--- src/hw/rtl/f2d_pkg.sv ---
// shared types and constants of the fixed-point to binary64 converter
package f2d_pkg;

    localparam int WORD_BITS = 64;
    localparam int MANT_BITS = 52;
    localparam int EXP_BITS  = 11;
    localparam int EXP_BIAS  = 1023;
    localparam int CFG_BITS  = 7;

    // configuration register indexes
    localparam logic [1:0] CFG_SOURCE_WIDTH  = 2'd0;
    localparam logic [1:0] CFG_SOURCE_SIGNED = 2'd1;
    localparam logic [1:0] CFG_FRACTION_BITS = 2'd2;

    // load enables of the back stages, one per register stage
    typedef struct packed {
        logic norm;
        logic shift;
        logic pack;
    } stage_en_t;

endpackage

--- src/hw/rtl/f2d_round.sv ---
// leading-one search, normalize, round to nearest even and pack into binary64
module f2d_round (
    input  logic                aclk,
    input  f2d_pkg::stage_en_t  en,
    input  logic [63:0]         mag,
    input  logic [5:0]          frac_shift,
    input  logic                sgn,
    output logic [63:0]         double_bits
);
    import f2d_pkg::*;

    // stage: leading-one position
    logic [63:0] mag_reg;
    logic [5:0]  e_reg;
    logic        sgn_reg;
    logic [5:0]  pos_reg, pos_next;
    logic        zero_reg;

    // stage: normalize
    logic [63:0]         norm_reg;
    logic [EXP_BITS-1:0] exp_reg;
    logic                sgn2_reg;
    logic                zero2_reg;

    // stage: round and pack
    logic [63:0] bits_reg, bits_next;

    logic [52:0] keep;
    logic [53:0] sum;
    logic        guard, sticky, up;

    always_comb begin
        pos_next = '0;
        for (int i = 0; i < WORD_BITS; i++) begin
            if (mag[i]) begin
                pos_next = 6'(i);
            end
        end
    end

    always_ff @(posedge aclk) begin
        if (en.norm) begin
            mag_reg  <= mag;
            e_reg    <= frac_shift;
            sgn_reg  <= sgn;
            pos_reg  <= pos_next;
            zero_reg <= (mag == '0);
        end
        if (en.shift) begin
            norm_reg  <= mag_reg << (6'd63 - pos_reg);
            exp_reg   <= EXP_BITS'(pos_reg) + EXP_BITS'(EXP_BIAS) - EXP_BITS'(e_reg);
            sgn2_reg  <= sgn_reg;
            zero2_reg <= zero_reg;
        end
        if (en.pack) begin
            bits_reg <= bits_next;
        end
    end

    always_comb begin
        keep   = norm_reg[63:11];
        guard  = norm_reg[10];
        sticky = |norm_reg[9:0];
        up     = guard && (sticky || keep[0]);
        sum    = {1'b0, keep} + 54'(up);
        if (zero2_reg) begin
            bits_next = '0;
        end else if (sum[53]) begin
            // carry out of the mantissa: next binade
            bits_next = {sgn2_reg, exp_reg + 11'd1, 52'd0};
        end else begin
            bits_next = {sgn2_reg, exp_reg, sum[MANT_BITS-1:0]};
        end
    end

    assign double_bits = bits_reg;

endmodule

--- src/hw/rtl/fixed_point_to_double.sv ---
// top level: configurable fixed-point word to ieee-754 binary64 converter
//
//  channel | direction | beat contents                 | handshake
//  --------+-----------+-------------------------------+----------------------
//  s_      | in        | raw_value (64 bits)           | s_valid / s_ready
//  m_      | out       | double_bits (64 bits)         | m_valid / m_ready
//  cfg_    | in        | cfg_index (2), cfg_data (7)   | cfg_valid / cfg_ready
//
//  six register stages: decode, split, select, leading-one, normalize, round/pack
//  one beat per cycle sustained while m_ready is high; m_valid shows round/pack holds a beat
//  every stage has its own valid bit and loads when it is empty or moves on,
//  so bubbles close up while the output waits and nothing is lost or repeated
//  aresetn (synchronous) clears valid bits and restores the register defaults
//  cfg_ready is always high; writes are expected only while the pipe is empty
module fixed_point_to_double (
    input  logic        aclk,
    input  logic        aresetn,
    input  logic        s_valid,
    output logic        s_ready,
    input  logic [63:0] s_raw_value,
    output logic        m_valid,
    input  logic        m_ready,
    output logic [63:0] m_double_bits,
    input  logic        cfg_valid,
    output logic        cfg_ready,
    input  logic [1:0]  cfg_index,
    input  logic [6:0]  cfg_data
);
    import f2d_pkg::*;

    localparam int STAGES = 6;

    // configuration registers
    logic [CFG_BITS-1:0] width_reg;
    logic                signed_reg;
    logic [CFG_BITS-1:0] frac_reg;

    // per-stage valid bits and load enables
    logic [STAGES-1:0] v_reg;
    logic [STAGES-1:0] ld;

    // decode stage
    logic [6:0]  w_eff;
    logic [5:0]  w_m1;
    logic [63:0] wmask;
    logic        neg_next;
    logic [63:0] x_next;
    logic [6:0]  f_lim;
    logic [5:0]  f_next;

    logic [63:0] x_reg;
    logic        neg_reg;
    logic [5:0]  f_reg;

    // split stage: whole part magnitude, fraction, full magnitude
    logic [63:0] whole_reg;
    logic [63:0] fpart_reg;
    logic [63:0] amag_reg;
    logic [63:0] half_reg;
    logic        neg2_reg;
    logic [5:0]  f2_reg;
    logic [63:0] lowf;

    // select stage: which magnitude and scale go to rounding
    logic [63:0] mag_reg, mag_next;
    logic [5:0]  e_reg, e_next;
    logic        sgn_reg, sgn_next;

    localparam logic [63:0] TWO_POW_53 = 64'(1) << (MANT_BITS + 1);

    stage_en_t back_en;

    assign cfg_ready = 1'b1;

    always_ff @(posedge aclk) begin
        if (!aresetn) begin
            width_reg  <= 7'd32;
            signed_reg <= 1'b1;
            frac_reg   <= 7'd0;
        end else if (cfg_valid) begin
            unique case (cfg_index)
                CFG_SOURCE_WIDTH:  width_reg  <= cfg_data;
                CFG_SOURCE_SIGNED: signed_reg <= cfg_data[0];
                CFG_FRACTION_BITS: frac_reg   <= cfg_data;
                default: ;
            endcase
        end
    end

    // a stage loads when it is empty or its content moves on
    always_comb begin
        ld[STAGES-1] = !v_reg[STAGES-1] || m_ready;
        for (int i = STAGES - 2; i >= 0; i--) begin
            ld[i] = !v_reg[i] || ld[i+1];
        end
    end

    assign s_ready = ld[0];

    always_ff @(posedge aclk) begin
        if (!aresetn) begin
            v_reg <= '0;
        end else begin
            if (ld[0]) begin
                v_reg[0] <= s_valid;
            end
            for (int i = 1; i < STAGES; i++) begin
                if (ld[i]) begin
                    v_reg[i] <= v_reg[i-1];
                end
            end
        end
    end

    // decode: clamp width and fraction count, mask and sign-extend the word
    always_comb begin
        if (width_reg == 7'd0) begin
            w_eff = 7'd1;
        end else if (width_reg > 7'd64) begin
            w_eff = 7'd64;
        end else begin
            w_eff = width_reg;
        end
        w_m1     = 6'(w_eff - 7'd1);
        wmask    = ~64'd0 >> (6'd63 - w_m1);
        neg_next = signed_reg && s_raw_value[w_m1];
        x_next   = neg_next ? (s_raw_value | ~wmask) : (s_raw_value & wmask);
        f_lim    = signed_reg ? {1'b0, w_m1} : w_eff;
        if (f_lim > 7'(MANT_BITS)) begin
            f_lim = 7'(MANT_BITS);
        end
        f_next = (frac_reg > f_lim) ? 6'(f_lim) : 6'(frac_reg);
    end

    always_ff @(posedge aclk) begin
        if (ld[0]) begin
            x_reg   <= x_next;
            neg_reg <= neg_next;
            f_reg   <= f_next;
        end
    end

    // split: floor part magnitude and the fraction bits
    assign lowf = ~(~64'd0 << f_reg);

    always_ff @(posedge aclk) begin
        if (ld[1]) begin
            whole_reg <= neg_reg ? ((~x_reg >> f_reg) + 64'd1) : (x_reg >> f_reg);
            fpart_reg <= x_reg & lowf;
            amag_reg  <= neg_reg ? (~x_reg + 64'd1) : x_reg;
            half_reg  <= (64'd1 << f_reg) >> 1;
            neg2_reg  <= neg_reg;
            f2_reg    <= f_reg;
        end
    end

    // select: small whole part rounds the exact value once; a large whole part
    // is rounded alone and the fraction cannot move it, except just past 2^53
    // on the negative side where the step below is one
    always_comb begin
        if (whole_reg <= TWO_POW_53) begin
            mag_next = amag_reg;
            e_next   = f2_reg;
            sgn_next = neg2_reg;
        end else if (neg2_reg && (whole_reg == TWO_POW_53 + 64'd1)) begin
            mag_next = (fpart_reg > half_reg) ? (TWO_POW_53 - 64'd1) : TWO_POW_53;
            e_next   = '0;
            sgn_next = 1'b1;
        end else begin
            mag_next = whole_reg;
            e_next   = '0;
            sgn_next = neg2_reg;
        end
    end

    always_ff @(posedge aclk) begin
        if (ld[2]) begin
            mag_reg <= mag_next;
            e_reg   <= e_next;
            sgn_reg <= sgn_next;
        end
    end

    assign back_en.norm  = ld[3];
    assign back_en.shift = ld[4];
    assign back_en.pack  = ld[5];

    f2d_round u_round (
        .aclk        (aclk),
        .en          (back_en),
        .mag         (mag_reg),
        .frac_shift  (e_reg),
        .sgn         (sgn_reg),
        .double_bits (m_double_bits)
    );

    assign m_valid = v_reg[STAGES-1];

`ifndef SYNTH
    // an empty output stage means the whole pipe can take a beat
    a_ready_when_empty: assert property (@(posedge aclk) disable iff (!aresetn)
        !m_valid |-> s_ready)
        else $error("s_ready low while output stage empty");

    // an accepted beat lands in the decode stage
    a_accept_lands: assert property (@(posedge aclk) disable iff (!aresetn)
        s_valid && s_ready |=> v_reg[0])
        else $error("accepted beat lost at decode stage");

    // effective fraction count never exceeds the mantissa width
    a_frac_clamp: assert property (@(posedge aclk) disable iff (!aresetn)
        v_reg[0] |-> f_reg <= 6'(MANT_BITS))
        else $error("fraction count not clamped");

    // results are zero or normal, never subnormal
    a_no_subnormal: assert property (@(posedge aclk) disable iff (!aresetn)
        m_valid && (m_double_bits[62:52] == 11'd0) |-> m_double_bits == 64'd0)
        else $error("subnormal or negative zero result");
`endif

endmodule

--- config.mk ---
export PLATFORM = sky130hd
export DESIGN_NAME = fixed_point_to_double
export DESIGN_NICKNAME = d
export VERILOG_FILES = /design/src/hw/rtl/f2d_pkg.sv /design/src/hw/rtl/f2d_round.sv /design/src/hw/rtl/fixed_point_to_double.sv
export SDC_FILE = /design/constraint.sdc
export NUM_CORES = 2
export LEC_CHECK = 0
export BUFFER_PORTS_ARGS = -buffer_cell sky130_fd_sc_hd__clkbuf_2
export CAP_MARGIN = 20
export CORE_MARGIN = 3
export CORE_UTILIZATION = 55
export CTS_CLUSTER_DIAMETER = 150
export DETAILED_ROUTE_END_ITERATION = 10
export HOLD_SLACK_MARGIN = 0.06
export PLACE_DENSITY = 0.71
export SKIP_LAST_GASP = 1
export SLEW_MARGIN = 20
export SYNTH_ARGS = -nofsm -noshare
export SYNTH_HDL_FRONTEND = slang
export SYNTH_SLANG_ARGS = --single-unit
--- constraint.sdc ---
create_clock -name aclk -period 19.4 [get_ports aclk]
set_input_delay 3.88 -clock aclk [delete_from_list [all_inputs] [get_ports aclk]]
set_output_delay 3.88 -clock aclk [all_outputs]
set_load 0.005 [all_outputs]
==> qor.json <==
{
  "outcome": {"value": "complete, no violations"},
  "placed_area": {"value": 43400, "unit": "um2"},
  "aggregate_negative_setup_slack": {"value": 0, "unit": "ns"},
  "grt.total_usage": {"value": 37.7, "unit": "%"},
  "final_period_minus_worst_setup_slack": {"value": 9.70, "unit": "ns"},
  "clock-root-buffer": {"value": "sky130_fd_sc_hd__clkbuf_16"},
  "tritoncts_clock_tree": {"value": "yes"},
  "multiInputGateArea": {"value": 21100, "unit": "um2"},
  "critical_path.reg2reg.endpoint": {"value": "whole_reg[23]$_DFFE_PP_"},
  "worst-slew-pin-transition": {"value": 1.14, "unit": "ns"},
  "design.die.area": {"value": 79500, "unit": "um2"},
  "worst_r2r_path_depth": {"value": 13},
  "cellPowerDensity": {"value": 158, "unit": "nW/um2"},
  "period_share": {"value": 50.0, "unit": "%"},
  "antenna_found_initial": {"value": 10},
  "antenna_left": {"value": 0},
  "design.core.area": {"value": 74900, "unit": "um2"},
  "syn_area": {"value": 41900, "unit": "um2"},
  "detailed_place_hpwl": {"value": 111, "unit": "mm"},
  "achievable-frequency": {"value": 0.103, "unit": "GHz"},
  "critical_path.startpoint_type": {"value": "input pin"},
  "final.hold.worst_slack": {"value": 0.419, "unit": "ns"},
  "gp_congestion": {"value": 1.03},
  "ioPinCount": {"value": 145},
  "cp.required": {"value": 15.52, "unit": "ns"},
  "post_placement_worst_setup_slack": {"value": 9.69, "unit": "ns"},
  "dieHeight": {"value": 282, "unit": "um"},
  "vias": {"value": 33500},
  "synth_flop_cell": {"value": "sky130_fd_sc_hd__edfxtp_1"},
  "cp_max_fo": {"value": 34},
  "syn-mean-instance-area": {"value": 10.7, "unit": "um2"},
  "final.setup.worst_slack": {"value": 9.70, "unit": "ns"},
  "cts-resized-gates": {"value": 0},
  "ctsHoldBuffers": {"value": 0},
  "cell_internal_pwr": {"value": 4.22, "unit": "mW"},
  "max-cap-violations": {"value": 0},
  "rsz0062_at_grt": {"value": "no"},
  "fillerInstances": {"value": 6102},
  "critical_path.startpoint": {"value": "m_ready"},
  "most_frequent_cells_in_the_layout": {"value": "sky130_fd_sc_hd__edfxtp_1 (622), sky130_fd_sc_hd__nand2_1 (439), sky130_fd_sc_hd__nor2_1 (360)"},
  "ctsHtreeMaxLevel": {"value": 3},
  "finalInstanceArea": {"value": 45800, "unit": "um2"},
  "timing.clock.skew": {"value": 0.0463, "unit": "ns"},
  "row_count": {"value": 100},
  "drt_wl_total": {"value": 150, "unit": "mm"},
  "clk-insertion-delay-late": {"value": 0.66, "unit": "ns"},
  "area_growth": {"value": 9.36, "unit": "%"},
  "final_layout_size_suffix_gt1_share": {"value": 17.3, "unit": "%"},
  "drt_iter0_markers": {"value": 4381},
  "layout.cells.most_common": {"value": "sky130_fd_sc_hd__edfxtp_1"},
  "combinationalPowerShare": {"value": 43.3, "unit": "%"},
  "synth_enable_flop_cells": {"value": 622},
  "num-nets-final": {"value": 4092},
  "globalRouteOverflowTotal": {"value": 0},
  "seqCellArea": {"value": 19100, "unit": "um2"},
  "cts_inserted_buffers": {"value": 71},
  "r2r_start": {"value": "f_reg[0]$_DFFE_PP_"},
  "vdd_ir_drop_max": {"value": 90.0, "unit": "uV"},
  "final_hold_viol_count": {"value": 0},
  "path_class": {"value": "input pin to output port"},
  "critPathCaptureType": {"value": "output port"},
  "critPathCapture": {"value": "s_ready"},
  "tritoncts_num_sinks": {"value": 643},
  "finalCoreUtilization": {"value": 61.1, "unit": "%"},
  "first_global_vias": {"value": 32200},
  "max_slew_margin": {"value": 23.6, "unit": "%"},
  "yosysWarnings": {"value": 0},
  "postCtsSetupBuffers": {"value": 0},
  "power_switching": {"value": 3.01, "unit": "mW"},
  "grt_start_max_net_pins": {"value": 163},
  "drt-pass1-iter-count": {"value": 7},
  "chipWidth": {"value": 282, "unit": "um"},
  "drt_drc_violations_left": {"value": 0},
  "initial_utilization": {"value": 55.9, "unit": "%"},
  "crit_arrival": {"value": 5.82, "unit": "ns"},
  "power_switching_share": {"value": 41.7, "unit": "%"},
  "clk_pin_slew_worst_paths": {"value": 0.06, "unit": "ns"},
  "clockBufferDepth": {"value": 3},
  "sequentialPowerShare": {"value": 37.4, "unit": "%"},
  "slew_violations": {"value": 0},
  "synth_async_reset_ratio": {"value": 0, "unit": "%"},
  "seq_area_frac_synth": {"value": 45.6, "unit": "%"},
  "share_clk_of_total_power": {"value": 19.2, "unit": "%"},
  "finalSetupViolations": {"value": 0},
  "hold_path_class": {"value": "flip-flop to flip-flop"},
  "syn-instance-count": {"value": 3922},
  "route.detailed.vias_per_inst": {"value": 6.75},
  "global_route_wire_length_before_repair": {"value": 217, "unit": "mm"},
  "yosysUniqueCellTypes": {"value": 94},
  "min-delay-start": {"value": "e_reg[1]$_SDFFCE_PN0P_"},
  "power.leakage": {"value": 17.9, "unit": "nW"},
  "reg2reg_slack": {"value": 12.34, "unit": "ns"},
  "ys_ff_latch": {"value": 643},
  "port-buffer-count": {"value": 143},
  "wl_per_cell": {"value": 30.3, "unit": "um"}
}
## per-layer routing
layer | vias up | routed length [um] | track usage, %
met5 | - | 46 | 0
met4 | 6 | 11300 | 24.6
met3 | 520 | 15700 | 9.27
met2 | 1998 | 69100 | 60.4
met1 | 16200 | 54000 | 45.5
li1 | 14700 | - | -
## critical path, cell delays in order
cell and delay, ns:
sky130_fd_sc_hd__clkbuf_2 0.08, sky130_fd_sc_hd__nor2b_1 0.40, sky130_fd_sc_hd__and3_1 0.31, sky130_fd_sc_hd__and2_1 0.38, sky130_fd_sc_hd__nand3_4 0.47, sky130_fd_sc_hd__clkbuf_2 0.27
## final cells by class
class	instances	share of cell area [%]
tap	969	2.65
antenna	7	0.0383
inverter	122	1.00
multi-input combinational	2857	46.2
clock inverter	41	1.21
timing repair buffer	234	3.17
clock buffer	85	4.04
sequential	643	41.7
## per-stage QoR
step	total power, mW	std cells
detailed placement	5.75	4825
global route	7.53	4951
global placement	5.72	4825
floorplan	4.49	3923
finish	7.23	4958
CTS	7.14	4951
## power by group through the flow
stage | clock network (mW) | registers (mW) | logic [mW]
finish | 1.39 | 2.71 | 3.13
global route | 1.46 | 2.74 | 3.34
CTS | 1.41 | 2.67 | 3.06
detailed placement | 0 | 2.70 | 3.05
global placement | 0 | 2.68 | 3.04
floorplan | 0 | 2.41 | 2.07
## cells in the mapped netlist (84+ instances only)
master                       n  share of area [%]
sky130_fd_sc_hd__a21oi_1   186                2.2
sky130_fd_sc_hd__clkbuf_1  213                1.9
sky130_fd_sc_hd__edfxtp_1  622                 45
sky130_fd_sc_hd__ha_1       84                2.5
sky130_fd_sc_hd__inv_1     118                1.1
sky130_fd_sc_hd__mux2_2    127                3.4
sky130_fd_sc_hd__mux2i_1   241                5.8
sky130_fd_sc_hd__mux4_2    162                8.7
sky130_fd_sc_hd__nand2_1   441                4.0
sky130_fd_sc_hd__nand3_1    87                1.0
sky130_fd_sc_hd__nor2_1    363                3.3
sky130_fd_sc_hd__nor3_1     87                1.0
sky130_fd_sc_hd__o21ai_0   179                2.1
sky130_fd_sc_hd__xnor2_1    98                2.0
## logic make-up (layout without fill, tap and decap cells)
kind of cell	Yosys count	count (layout)	synth area share, %
xor+xnor	154	154	3.22
other cells	1	9	0.00896
compound gates	743	743	11.4
mux	533	533	18.0
flops	643	643	45.6
simple gates	1340	1340	15.1
fa+ha+maj	85	85	2.56
buf+inv	423	482	4.11
## worst min-delay path by stage
stage,slack (ns),end,cells past startpoint
floorplan,0.40,u_round.e_reg[0]$_DFFE_PP_,0
global placement,0.40,u_round.sgn2_reg$_DFFE_PP_,0
detailed placement,0.41,u_round.sgn_reg$_DFFE_PP_,0
CTS,0.42,u_round.e_reg[1]$_DFFE_PP_,0
global route,0.43,u_round.e_reg[1]$_DFFE_PP_,0
finish,0.42,u_round.e_reg[1]$_DFFE_PP_,0
Power figures use the tool's default switching activity.
